### src/hdl/sete_pkg.sv
// sete_pkg: shared constants, types and command/status structs for the sprite
// entry tile expander. Used by sete_ctrl, sete_datapath and the top level.
// No dependencies.
`default_nettype none

package sete_pkg;

   // cell edge in pixels
   localparam int TILE_SIZE = 16;

   // field widths
   localparam int WORD_W  = 16;
   localparam int CODE_W  = 13;
   localparam int COLOR_W = 6;
   localparam int PRIO_W  = 2;
   localparam int DIM_W   = 3;
   localparam int XPOS_W  = 18;
   localparam int YPOS_W  = 17;

   // entry word bit positions
   localparam int ENABLE_BIT = 15;
   localparam int FLIP_BIT   = 6;
   localparam int HEIGHT_LSB = 7;
   localparam int WIDTH_LSB  = 10;
   localparam int PRIO_LSB   = 14;
   localparam int SIGN_BIT   = 15;
   localparam int FOLD_BITS  = 9;

   // horizontal position offset
   localparam int X_OFFSET = 128;

   // controller to datapath
   typedef struct packed {
      logic load;
      logic step;
   } dp_cmd_type;

   // datapath to controller
   typedef struct packed {
      logic hit;
      logic last;
   } dp_sts_type;

endpackage

`default_nettype wire

### src/hdl/sete_datapath.sv
// sete_datapath: priority register, entry decode, and the registered cell
// walker that drives the result fields. Depends on sete_pkg.
`default_nettype none

module sete_datapath (
   input  wire logic                                clock,
   input  wire logic                                reset,
   input  wire logic                                csr_wr_en,
   input  wire logic [sete_pkg::PRIO_W-1:0]         csr_wr_data,
   input  wire logic [sete_pkg::WORD_W-1:0]         attr_word,
   input  wire logic [sete_pkg::WORD_W-1:0]         code_word,
   input  wire logic [sete_pkg::WORD_W-1:0]         x_word,
   input  wire logic [sete_pkg::WORD_W-1:0]         y_word,
   input  wire sete_pkg::dp_cmd_type                cmd,
   output sete_pkg::dp_sts_type                     sts,
   output logic [sete_pkg::CODE_W-1:0]              tile_code,
   output logic [sete_pkg::COLOR_W-1:0]             tile_color,
   output logic                                     flip_x,
   output logic signed [sete_pkg::XPOS_W-1:0]       x_pos,
   output logic signed [sete_pkg::YPOS_W-1:0]       y_pos,
   output logic                                     last
);
   import sete_pkg::*;

   localparam logic signed [XPOS_W-1:0] X_STEP = XPOS_W'(TILE_SIZE);
   localparam logic signed [YPOS_W-1:0] Y_STEP = YPOS_W'(TILE_SIZE);

   logic [PRIO_W-1:0]        prio_ff;
   logic [CODE_W-1:0]        code_ff, code_in;
   logic [COLOR_W-1:0]       color_ff, color_in;
   logic                     flip_ff, flip_in;
   logic signed [XPOS_W-1:0] x_ff, x_in;
   logic signed [YPOS_W-1:0] y_ff, y_in;
   logic signed [YPOS_W-1:0] y0_ff, y0_in;
   logic [DIM_W-1:0]         col_ff, col_in;
   logic [DIM_W-1:0]         row_ff, row_in;
   logic [DIM_W-1:0]         wm1_ff, wm1_in;
   logic [DIM_W-1:0]         hm1_ff, hm1_in;

   logic [WORD_W:0]          px;
   logic signed [XPOS_W-1:0] x0;
   logic signed [YPOS_W-1:0] y0;
   logic signed [XPOS_W-1:0] x_span;
   logic [DIM_W-1:0]         dec_wm1;
   logic                     dec_flip;

   // priority select register
   always_ff @(posedge clock) begin
      if (reset) begin
         prio_ff <= '0;
      end else if (csr_wr_en) begin
         prio_ff <= csr_wr_data;
      end
   end

   // entry is drawn in this pass
   assign sts.hit = attr_word[ENABLE_BIT] &&
                    (code_word[PRIO_LSB +: PRIO_W] == prio_ff);

   // entry decode and position folding
   always_comb begin
      dec_wm1  = attr_word[WIDTH_LSB +: DIM_W];
      dec_flip = attr_word[FLIP_BIT];
      px       = {1'b0, x_word} + (WORD_W+1)'(X_OFFSET);
      if (px[SIGN_BIT]) begin
         x0 = {{(XPOS_W-FOLD_BITS){1'b1}}, px[FOLD_BITS-1:0]};
      end else begin
         x0 = XPOS_W'(px);
      end
      if (y_word[SIGN_BIT]) begin
         y0 = {{(YPOS_W-FOLD_BITS){1'b1}}, y_word[FOLD_BITS-1:0]};
      end else begin
         y0 = YPOS_W'(y_word);
      end
      // a flipped sprite starts at its rightmost column
      x_span = dec_flip ? XPOS_W'(dec_wm1) * X_STEP : '0;
   end

   // next values of the cell walker
   always_comb begin
      code_in  = code_ff;
      color_in = color_ff;
      flip_in  = flip_ff;
      x_in     = x_ff;
      y_in     = y_ff;
      y0_in    = y0_ff;
      col_in   = col_ff;
      row_in   = row_ff;
      wm1_in   = wm1_ff;
      hm1_in   = hm1_ff;
      if (cmd.load) begin
         code_in  = code_word[CODE_W-1:0];
         color_in = attr_word[COLOR_W-1:0];
         flip_in  = dec_flip;
         x_in     = x0 + x_span;
         y_in     = y0;
         y0_in    = y0;
         col_in   = '0;
         row_in   = '0;
         wm1_in   = dec_wm1;
         hm1_in   = attr_word[HEIGHT_LSB +: DIM_W];
      end else if (cmd.step) begin
         code_in = code_ff + CODE_W'(1);
         if (row_ff != hm1_ff) begin
            // next row in the same column
            row_in = row_ff + DIM_W'(1);
            y_in   = y_ff + Y_STEP;
         end else begin
            // next column, back to the top row
            row_in = '0;
            col_in = col_ff + DIM_W'(1);
            y_in   = y0_ff;
            x_in   = flip_ff ? x_ff - X_STEP : x_ff + X_STEP;
         end
      end
   end

   // cell walker registers, payload only
   always_ff @(posedge clock) begin
      code_ff  <= code_in;
      color_ff <= color_in;
      flip_ff  <= flip_in;
      x_ff     <= x_in;
      y_ff     <= y_in;
      y0_ff    <= y0_in;
      col_ff   <= col_in;
      row_ff   <= row_in;
      wm1_ff   <= wm1_in;
      hm1_ff   <= hm1_in;
   end

   // result fields
   assign sts.last   = (col_ff == wm1_ff) && (row_ff == hm1_ff);
   assign tile_code  = code_ff;
   assign tile_color = color_ff;
   assign flip_x     = flip_ff;
   assign x_pos      = x_ff;
   assign y_pos      = y_ff;
   assign last       = sts.last;

endmodule

`default_nettype wire

### src/hdl/sete_ctrl.sv
// sete_ctrl: controller state machine for the tile expander handshakes.
// Depends on sete_pkg.
`default_nettype none

module sete_ctrl (
   input  wire logic                 clock,
   input  wire logic                 reset,
   input  wire logic                 req_valid,
   output logic                      req_ready,
   output logic                      rsp_valid,
   input  wire logic                 rsp_ready,
   input  wire sete_pkg::dp_sts_type sts,
   output sete_pkg::dp_cmd_type      cmd
);
   import sete_pkg::*;

   typedef enum logic {
      ST_IDLE,
      ST_RUN
   } state_type;

   state_type state_ff;
   logic      req_ready_ff;
   logic      rsp_valid_ff;
   logic      req_take;
   logic      rsp_take;

   assign req_take  = req_valid && req_ready_ff;
   assign rsp_take  = rsp_valid_ff && rsp_ready;
   assign req_ready = req_ready_ff;
   assign rsp_valid = rsp_valid_ff;

   // datapath commands
   assign cmd.load = req_take && sts.hit;
   assign cmd.step = rsp_take && !sts.last;

   // state and registered handshake outputs
   always_ff @(posedge clock) begin
      if (reset) begin
         state_ff     <= ST_IDLE;
         req_ready_ff <= 1'b1;
         rsp_valid_ff <= 1'b0;
      end else begin
         unique case (state_ff)
            ST_IDLE: begin
               if (req_take && sts.hit) begin
                  state_ff     <= ST_RUN;
                  req_ready_ff <= 1'b0;
                  rsp_valid_ff <= 1'b1;
               end
            end
            ST_RUN: begin
               if (rsp_take && sts.last) begin
                  state_ff     <= ST_IDLE;
                  req_ready_ff <= 1'b1;
                  rsp_valid_ff <= 1'b0;
               end
            end
            default: begin
               state_ff     <= ST_IDLE;
               req_ready_ff <= 1'b1;
               rsp_valid_ff <= 1'b0;
            end
         endcase
      end
   end

endmodule

`default_nettype wire

### src/hdl/sprite_entry_tile_expander.sv
// sprite_entry_tile_expander: top level, joins sete_ctrl and sete_datapath.
// Depends on sete_pkg, sete_ctrl and sete_datapath.
//
// usage
//   req channel: one sprite entry per transaction (attr, code, x, y words).
//   rsp channel: one tile command per 16x16 cell, columns outer, rows inner,
//   rsp_last high on the final cell of the sprite.
//   csr port: csr_wr_en with csr_wr_data writes the priority select; write
//   it only while the block is idle.
// latency and throughput
//   an accepted entry shows its first tile command on the next cycle, then
//   one command per cycle while rsp_ready is high; an entry of w x h cells
//   (up to 8x8) occupies the block until its last cell is taken. disabled
//   entries or entries of another priority are dropped with no result and
//   req_ready stays high. the rate is set by the single cell walker in the
//   datapath, which emits one cell per cycle while rsp_ready is high and holds one entry at a time.
// reset
//   synchronous; returns to idle with req_ready high, priority select 0.
// stall
//   when rsp_ready is low the current command holds in its output registers
//   and req_ready stays low until the last cell is taken.
`default_nettype none

module sprite_entry_tile_expander (
   input  wire logic                                clock,
   input  wire logic                                reset,
   input  wire logic                                csr_wr_en,
   input  wire logic [sete_pkg::PRIO_W-1:0]         csr_wr_data,
   input  wire logic                                req_valid,
   output logic                                     req_ready,
   input  wire logic [sete_pkg::WORD_W-1:0]         req_attr_word,
   input  wire logic [sete_pkg::WORD_W-1:0]         req_code_word,
   input  wire logic [sete_pkg::WORD_W-1:0]         req_x_word,
   input  wire logic [sete_pkg::WORD_W-1:0]         req_y_word,
   output logic                                     rsp_valid,
   input  wire logic                                rsp_ready,
   output logic [sete_pkg::CODE_W-1:0]              rsp_tile_code,
   output logic [sete_pkg::COLOR_W-1:0]             rsp_tile_color,
   output logic                                     rsp_flip_x,
   output logic signed [sete_pkg::XPOS_W-1:0]       rsp_x_pos,
   output logic signed [sete_pkg::YPOS_W-1:0]       rsp_y_pos,
   output logic                                     rsp_last
);
   import sete_pkg::*;

   dp_cmd_type cmd;
   dp_sts_type sts;

   // handshake controller
   sete_ctrl u_ctrl (
      .clock     (clock),
      .reset     (reset),
      .req_valid (req_valid),
      .req_ready (req_ready),
      .rsp_valid (rsp_valid),
      .rsp_ready (rsp_ready),
      .sts       (sts),
      .cmd       (cmd)
   );

   // decode and cell walker
   sete_datapath u_datapath (
      .clock       (clock),
      .reset       (reset),
      .csr_wr_en   (csr_wr_en),
      .csr_wr_data (csr_wr_data),
      .attr_word   (req_attr_word),
      .code_word   (req_code_word),
      .x_word      (req_x_word),
      .y_word      (req_y_word),
      .cmd         (cmd),
      .sts         (sts),
      .tile_code   (rsp_tile_code),
      .tile_color  (rsp_tile_color),
      .flip_x      (rsp_flip_x),
      .x_pos       (rsp_x_pos),
      .y_pos       (rsp_y_pos),
      .last        (rsp_last)
   );

endmodule

`default_nettype wire

### config.mk
export PLATFORM = sky130hd
export DESIGN_NAME = sprite_entry_tile_expander
export DESIGN_NICKNAME = d
export VERILOG_FILES = /design/src/hdl/sete_pkg.sv /design/src/hdl/sete_datapath.sv /design/src/hdl/sete_ctrl.sv /design/src/hdl/sprite_entry_tile_expander.sv
export SDC_FILE = /design/constraint.sdc
export NUM_CORES = 1
export LEC_CHECK = 0
export BUFFER_PORTS_ARGS = -buffer_cell sky130_fd_sc_hd__clkbuf_2
export CORE_ASPECT_RATIO = 1.25
export CORE_MARGIN = 10
export CORE_UTILIZATION = 25
export CTS_CLUSTER_SIZE = 10
export DETAILED_ROUTE_END_ITERATION = 12
export SYNTH_ARGS = -nofsm -noshare
export SYNTH_HDL_FRONTEND = slang
export SYNTH_SLANG_ARGS = --single-unit
export TNS_END_PERCENT = 1
### constraint.sdc
create_clock -name clock -period 8.7 [get_ports clock]
set_input_delay 0.87 -clock clock [delete_from_list [all_inputs] [get_ports clock]]
set_output_delay 0.87 -clock clock [all_outputs]
set_load 0.03 [all_outputs]
==> run metrics, run 1 <==
Slew Viols, Final 0; Post-Synth Adder-Cell Area 0.0600; power per cell area 170 mW/mm²; Top FF cell, synth edfxtp_1; Seq/Total Area, Yosys 0.502; routability congestion estimate 0.767; fmax 0.336 GHz; Post-synth EDFFs between 70 and 80; endpoints failing setup 0; Worst Tran Pin Value 1.19 ns; initial antenna violation count 2; relative slew slack 0.209; HP Class flop to flop; Avg WL per Cell 14.9 µm; TritonCTS clock tree done; Total GRT Usage 0.0986; number of max-cap violations 0; Compound-Gate Fraction of Synth Area 0.149; worst-skew pair later-pin latency 0.34 ns; async set or reset register ratio after synthesis 0; DR vias 3941; Num CTS Buffers 9; hold slack 0.501 ns; Crit path arrival time 3.17 ns; Mapped Nets 580; mux contribution to synthesized area 0.0198; main combinational cell family by area after synthesis simple AND/OR/NAND/NOR gates; Hold Vio Cnt, Final 0; pin count of the biggest net entering global routing 65; Syn-to-layout area delta 24.4%; setup bufs post-CTS 0; Post-DRT Antenna Nets 0; Core Rows 58; Final Non-Filler Cells 884; layout cell share with drive strength beyond 1 0.264; Synth Area per Inst ~10 µm²; die height 179 µm; Final HPWL DP 10100 µm; clock transition at the registers of the reported paths 0.07 ns; Remaining DRCs 0; nets@finish around 700; die width roughly 150 µm; Critical Path End Type flop; RSZ-0062 raised after global routing false; setup TNS 0 ns; aggregate global routing overflow 0; critical path class input port to flop; num ports approximately 130; drt total wl 13100 µm; YS warnings 0; Post-Synth XOR/XNOR Area 0.0870; FF+latch count, synth 88; VDD IR-drop max 82.0 µV; Lkg Pwr 2.53 nW; core outline area 0.0200 mm²; cell taking the most area after synthesis edfxtp_1; cell count after synthesis 486; top cell type's share of synthesized area 0.458; Final min period approximately 3.0 ns; number of global-route vias before repair 3944; Worst EP required between 8 and 9 ns; Post-CTS Resized 0; hold buffer count at cts 0; Worst Path Max Fanout 64; Post-Syn Area 0.00505 mm²; CTS H-Tree Depth 3; Post-Synth Simple-Gate Area 0.153; crit share post-route 0.342; DRT Pass-1 Iters 5; IO Port Bufs 125; Root Driver clkbuf_16; first-pass GRT wire length approximately 21000 µm; starting density of the core 0.253; Cell variety after synth 53; Fill cells 2094; Synth area leaders edfxtp_1 (46%), o21ai_0 (5.3%), ha_1 (5.2%), dfxtp_1 (4.4%), xnor2_1 (4.3%); die footprint 0.0263 mm²; Clock Sinks 88; crit start category input port; status completed; vias per cell between 4 and 5; clock buffer depth 2; worst clock skew between 0.007 and 0.008 ns; cell count after placement 867; 1st-iter DRT viols 149
==> worst max-delay path, cell delays in order <==
cell and delay (ns):
clkbuf_2 0.09, xor2_1 0.16, nor2_1 0.05, nand4_1 0.08
buf_4 0.35, clkinv_2 0.53, buf_4 0.52, nor2_1 0.30
a22o_1 0.18
==> cells in the mapped netlist, types with 4 or more instances <==
master and n:
a21o_1 6, a21oi_1 27, a22o_1 5, a31oi_1 4
and2_1 7, and3_1 4, clkbuf_1 12, dfxtp_1 11
edfxtp_1 77, ha_1 21, inv_1 17, mux2i_1 10
nand2_1 55, nand3_1 21, nand4_1 6, nor2_1 28
nor2b_1 4, nor3_1 11, o21a_1 5, o21ai_0 53
o22ai_1 4, o31ai_1 4, or2_2 8, xnor2_1 25
xor2_1 22
==> layer usage <==
layer | routed length, µm | track usage
met1 | 5440 | 0.110
met5 | 7 | 0
met4 | 168 | 0.0323
met3 | 808 | 0.0318
met2 | 6720 | 0.174
==> layout by cell type (no fill, tap or decap), drive strengths merged, types with 21 or more instances in the layout <==
cell / instances
clkbuf: 139
edfxtp: 77
nand2: 55
o21ai: 55
nor2: 29
a21oi: 27
xnor2: 25
xor2: 23
nand3: 23
ha: 21
==> state kept, by name (all words and copies together), names as in the netlist, 2 cells and up <==
signal and cells:
u_datapath.tile_color 6, u_datapath.hm1_ff 3, u_datapath.row_ff 3, u_datapath.prio_ff 2, u_datapath.y0_ff 16, u_datapath.x_pos 18
u_datapath.y_pos 17, u_datapath.tile_code 13, u_datapath.wm1_ff 3, u_datapath.col_ff 3
==> where the power goes <==
group	internal (mW)	switching, mW	total [mW]
clock	0.238	0.164	0.402
combinational	0.0654	0.101	0.166
sequential	0.484	0.0145	0.499
==> through the flow <==
stage	power, mW	setup slack (ns)	util	instance area, µm²
floorplan	0.620	5.53	-	5050
global route	1.12	5.41	0.314	6280
CTS	1.09	5.64	0.314	6280
detailed placement	0.677	5.27	0.299	5960
global placement	0.673	5.31	0.299	5960
finish	1.07	5.72	0.315	6280
==> final timing paths <==
check	start	to	slack, ns	cells past startpoint
min reg2reg	u_ctrl.state_ff$_SDFF_PP0_	u_ctrl.rsp_valid$_SDFFE_PP0P_	0.50	1
max reg2reg	u_datapath.flip_x$_DFFE_PP_	u_datapath.x_pos[14]$_DFFE_PN_	5.88	7
max	req_code_word[15]	u_datapath.y_pos[2]$_DFFE_PN_	5.72	9
min	u_ctrl.state_ff$_SDFF_PP0_	u_ctrl.rsp_valid$_SDFFE_PP0P_	0.50	1
==> cells by family after synthesis <==
family	count (synthesis)
multiplexers	10
AND/OR/NAND/NOR	157
flip-flops	88
XOR/XNOR	48
buffers and inverters	36
AO/OA/AOI/OAI	124
adder cells (fa/ha/maj)	23
==> cell type report <==
cell class              instances  area [µm²]  area share
flip-flops and latches         88        2530       0.403
multi-input cells             362        2370       0.377
repair buffers                129         656       0.104
well taps                     270         338      0.0538
clock buffers                  14         297      0.0472
inverters                      18        68.8      0.0110
clock inverters                 2        15.0     0.00239
diodes                          1        2.50    0.000399
Power figures use the tool's default switching activity.
==> inputs of run 2 (changes only) <==
- clock period: 8.7 -> 2.45 ns (I/O delays scaled with it)
==> run metrics, run 2 (synthesized netlist as in run 1, its figures left out) <==
pin count of the biggest net entering global routing 37 (-43%); critical path class flop to flop; 1st-iter DRT viols 240 (+61%); Switch Pwr 1.06 mW (+280%); first-pass GRT wire length 21600 µm (+4.2%); VDD IR-drop max 287 µV (+250%); hold slack 0.0670 ns (-0.434 ns); most common cell after layout, fill and taps aside clkbuf_2; Root Driver clkbuf_16; power per cell area 588 mW/mm² (+250%); Hold Vio Cnt, Final 0 (unchanged); crit start category flop; RSZ-0062 raised after global routing true; starting density of the core 0.253 (unchanged); Syn-to-layout area delta 25.8%; fmax 0.433 GHz; slowest cell on the critical path edfxtp_1; endpoints failing setup 0 (unchanged); most frequent cells in the layout clkbuf_2 (125), edfxtp_1 (77), nand2_1 (55); Tot Pwr 3.73 mW (+250%); Total GRT Usage 0.103 (+0.00398); Switching Fraction 0.283 (+0.0219); Num CTS Buffers 9 (unchanged); CP endpoint u_datapath.x_pos[13]$_DFFE_PN_; DR vias 4022 (+2.1%); Slew Viols, Final 0 (unchanged); Worst Tran Pin Value 0.505 ns (-0.681 ns); hold buffer count at cts 0 (unchanged); max reg flops 18 (unchanged); routability congestion estimate 0.812 (+5.8%); Clock Sinks 88 (unchanged); Core Rows 58 (unchanged); Avg WL per Cell 15.0 µm (+0.95%); setup TNS 0 ns (unchanged); worst-skew pair later-pin latency 0.35 ns (about the same); CP Launch Point u_datapath.flip_x$_DFFE_PP_; die footprint 0.0263 mm² (unchanged); flip-flop and latch area 0.00253 mm² (unchanged); relative slew slack 0.661 (+0.452); R2R Setup Slk 0.14 ns (-5.74 ns); DP Worst Slack 0.0790 ns (-5.19 ns); TritonCTS clock tree done; Flop pwr share 0.474 (+0.006); clock buffer depth 2 (unchanged); nets@finish 714 (+1.7%); Crit path arrival time 2.40 ns (-0.77 ns); DRT Pass-1 Iters 4 (-1); Lkg Pwr 2.58 nW (+1.9%); Post-DRT Antenna Nets 0 (unchanged); num ports 129 (unchanged); clock transition at the registers of the reported paths 0.07 ns (about the same); drt total wl 13400 µm (+2.2%); Final HPWL DP 10300 µm (+1.6%); Multi-input gate area 0.00237 mm² (about the same); clock network fraction of design power 0.363 (-0.014); initial antenna violation count 0 (-2); CTS H-Tree Depth 3 (unchanged); Remaining DRCs 0 (unchanged); Reg-to-Reg Start u_datapath.flip_x$_DFFE_PP_; die height 179 µm (unchanged); Slowest Stage Delay on Critical Path 0.47 ns (-0.06 ns); setup ws final 0.140 ns (-5.58 ns); status completed; IO Port Bufs 125 (unchanged); Fill cells 2110 (+0.76%); Gate power share 0.163 (+0.007); die width 147 µm (unchanged); aggregate global routing overflow 0 (unchanged); Worst Path Max Fanout 5 (-92%); Power Internal 2.67 mW (+240%); Ant. Diodes 0 (-1); Final min period 2.31 ns; number of max-cap violations 0 (unchanged); Critical Path End Type flop; layout cell share with drive strength beyond 1 0.282 (+0.0173); core outline area 0.0200 mm² (unchanged); vias per cell 4.49 (+0.80%); Worst EP required 2.54 ns (-6.36 ns); RR Endpoint u_datapath.x_pos[13]$_DFFE_PN_; critical-path cell list buf_4 -> ha_1 -> o21a_1 -> o21a_1 -> o22ai_1 -> buf_4 -> o21ai_0 -> xnor2_1 -> o21ai_2; worst clock skew 0.00948 ns (+0.00191 ns); number of global-route vias before repair 4027 (+2.1%); HP Class input port to flop; Worst R2R Path Depth 9 (+2); crit share post-route 0.943
## run 2: stage by stage
stage          utilization  area [µm²]  std cells
6_report             0.318        6350        895
5_1_grt              0.318        6350        895
4_1_cts              0.318        6340        894
3_5_place_dp         0.303        6060        878
3_3_place_gp         0.303        6060        878
2_1_floorplan            -        5050        486
## run 2: worst min path at each step
stage,start,endpoint,slack [ns],cells past startpoint
after floorplan,reset,u_datapath.prio_ff[0]$_SDFFE_PP0P_,0.32,1
after global routing,req_attr_word[2],u_datapath.tile_color[2]$_DFFE_PP_,0.05,1
after detailed placement,req_attr_word[2],u_datapath.tile_color[2]$_DFFE_PP_,0.42,1
final,req_attr_word[2],u_datapath.tile_color[2]$_DFFE_PP_,0.07,1
after global placement,req_attr_word[4],u_datapath.tile_color[4]$_DFFE_PP_,0.42,1
after CTS,req_attr_word[7],u_datapath.hm1_ff[0]$_DFFE_PP_,0.05,1
## run 2: routing by layer
layer	global-route usage	up-vias	routed length (µm)
li1	-	2043	-
met1	0.124	1873	5960
met2	0.173	91	6660
met3	0.0207	15	607
met4	0.0459	0	195
met5	0	-	0
## run 2: final cells by class
type	count	share of cell area
clock inverter	7	0.00926
clock buffer	9	0.0355
multi-input combinational	362	0.373
timing repair buffer	141	0.119
sequential	88	0.399
tap	270	0.0532
inverter	18	0.0108
## run 2: power by group through the flow
stage          registers [mW]  logic (mW)  clock network [mW]
2_1_floorplan            1.86       0.341                   0
3_3_place_gp             1.80       0.604                   0
3_5_place_dp             1.80       0.614                   0
4_1_cts                  1.77       0.617                1.41
5_1_grt                  1.78       0.685                1.46
6_report                 1.77       0.608                1.35
## run 2: what timing repair did
action,4_1_cts,5_1_grt
setup buffers,0,1
setup endpoints to repair,0,6
gates resized for setup,0,2
## run 2: worst max-delay path: cells and delay by family (launching register included)
kind | cells | cell delay [ns]
AOI/OAI and AO/OA | 5 | 0.68
xor gates and xnor gates | 1 | 0.20
DFF | 1 | 0.47
adders and majority gates | 1 | 0.35
buffers and inverters | 2 | 0.36
==> inputs of run 3 (changes only) <==
- CTS_CLUSTER_DIAMETER: default -> 30
- SETUP_SLACK_MARGIN: default -> 0.4
- clock period: 2.45 -> 2.9 ns (I/O delays scaled with it)
==> run metrics, run 3 (synthesized netlist as in run 1, its figures left out) <==
status completed; Placed Instance Area 0.00600 mm² (-0.87%); Lkg Pwr 2.58 nW (about the same); Total GRT Usage 0.100 (-0.00256); die footprint 0.0263 mm² (unchanged); endpoints failing setup 0 (unchanged); clock buffer depth 2 (unchanged); DR vias 3917 (-2.6%); most common cell after layout, fill and taps aside clkbuf_2; CTS H-Tree Depth 3 (unchanged); post-route cell area 0.00637 mm² (+0.32%); Slew Viols, Final 0 (unchanged); number of global-route vias before repair 4027 (unchanged); layout cell share with drive strength beyond 1 0.272 (-0.00931); vias per cell 4.42 (-1.7%); initial antenna violation count 0 (unchanged); TritonCTS clock tree done; max reg flops 18 (unchanged); fmax 0.430 GHz (-0.76%); power per cell area 518 mW/mm² (-12%); DRT Pass-1 Iters 4 (unchanged); critical path class flop to flop; hold slack 0.126 ns (+0.0589 ns); number of max-cap violations 0 (unchanged); Crit path arrival time 2.39 ns (about the same); Critical Path End Type flop; starting density of the core 0.253 (unchanged); Global Route met3 Usage 0.0255 (+0.00480); 1st-iter DRT viols 164 (-32%); GR peak layer met2; IO Port Bufs 125 (unchanged); R2R Setup Slk 0.57 ns (+0.43 ns); relative slew slack 0.661 (about the same); num ports 129 (unchanged); Root Driver clkbuf_16; first-pass GRT wire length 21000 µm (-2.8%); drt total wl 13200 µm (-1.4%); RSZ-0062 raised after global routing true; met2 usage 0.173 (+0.000188); aggregate global routing overflow 0 (unchanged); VDD IR-drop max 272 µV (-5.2%); Worst EP required 2.97 ns (+0.43 ns); Final min period 2.33 ns (+0.0177 ns); die height 179 µm (unchanged); Tot Pwr 3.30 mW (-12%); Worst Tran Pin Value 0.508 ns (+0.00284 ns); Core Rows 58 (unchanged); Remaining DRCs 0 (unchanged); Hold Vio Cnt, Final 0 (unchanged); routability congestion estimate 0.783 (-3.5%); Syn-to-layout area delta 26.2%; Post-CTS Resized 0 (unchanged); Ant. Diodes 0 (unchanged); HP Class input port to flop; setup TNS 0 ns (unchanged); Final HPWL DP 10100 µm (-1.8%); core outline area 0.0200 mm² (unchanged); Num CTS Buffers 9 (unchanged); most frequent cells in the layout clkbuf_2 (125), edfxtp_1 (77), nand2_1 (55); Worst Path Max Fanout 4 (-1); die width 147 µm (unchanged); nets@finish 706 (-1.1%); setup bufs post-CTS 0 (unchanged); worst clock skew 0.00876 ns (-0.000727 ns); clock transition at the registers of the reported paths 0.07 ns (about the same); crit share post-route 0.803 (-0.140); grt met1 use 0.117 (-0.00719); pin count of the biggest net entering global routing 65 (+76%); hold buffer count at cts 0 (unchanged); Avg WL per Cell 14.9 µm (-0.49%); worst-skew pair later-pin latency 0.34 ns (about the same); Clock Sinks 88 (unchanged); Post-DRT Antenna Nets 0 (unchanged); crit start category flop
==> run 3: worst paths after layout <==
path	start	endpoint	depth (start not counted)
max	u_datapath.flip_x$_DFFE_PP_	u_datapath.x_pos[14]$_DFFE_PN_	7
min	req_attr_word[8]	u_datapath.hm1_ff[1]$_DFFE_PP_	1
max reg2reg	u_datapath.flip_x$_DFFE_PP_	u_datapath.x_pos[14]$_DFFE_PN_	7
min reg2reg	u_ctrl.state_ff$_SDFF_PP0_	u_ctrl.rsp_valid$_SDFFE_PP0P_	1
==> run 3: area by class of cell <==
type,count,area [µm²]
clock buffers,14,339
clock inverters,2,10.0
fillers,2089,13600
inverters,18,68.8
multi-input cells,362,2380
flip-flops and latches,88,2530
well taps,270,338
repair buffers,133,698
==> run 3: worst max-delay path, stage by stage, from the launching register on <==
cell and delay (ns):
edfxtp_1 0.44, ha_1 0.37, nor2b_1 0.14, o21ai_0 0.23, o22ai_1 0.18, o41ai_4 0.39, mux2i_1 0.24, a32oi_1 0.06
==> run 3: metal layers <==
layer | routed length (µm) | vias to the layer above
li1 | - | 2012
met1 | 5940 | 1806
met2 | 6490 | 84
met3 | 597 | 15
met4 | 215 | 0
met5 | 0 | -
==> run 3: per-stage QoR <==
stage | std cells | setup slack, ns | utilization
after floorplan | 486 | 0.276 | -
after global placement | 871 | 0.452 | 0.301
after detailed placement | 871 | 0.412 | 0.301
after CTS | 887 | 0.409 | 0.318
after global routing | 887 | 0.366 | 0.319
final | 887 | 0.572 | 0.319
==> run 3: where the power goes <==
group          total, mW  switching (mW)  internal [mW]
combinational      0.509           0.307          0.201
sequential          1.50          0.0423           1.45
clock               1.29           0.484          0.811
total               3.30           0.834           2.47
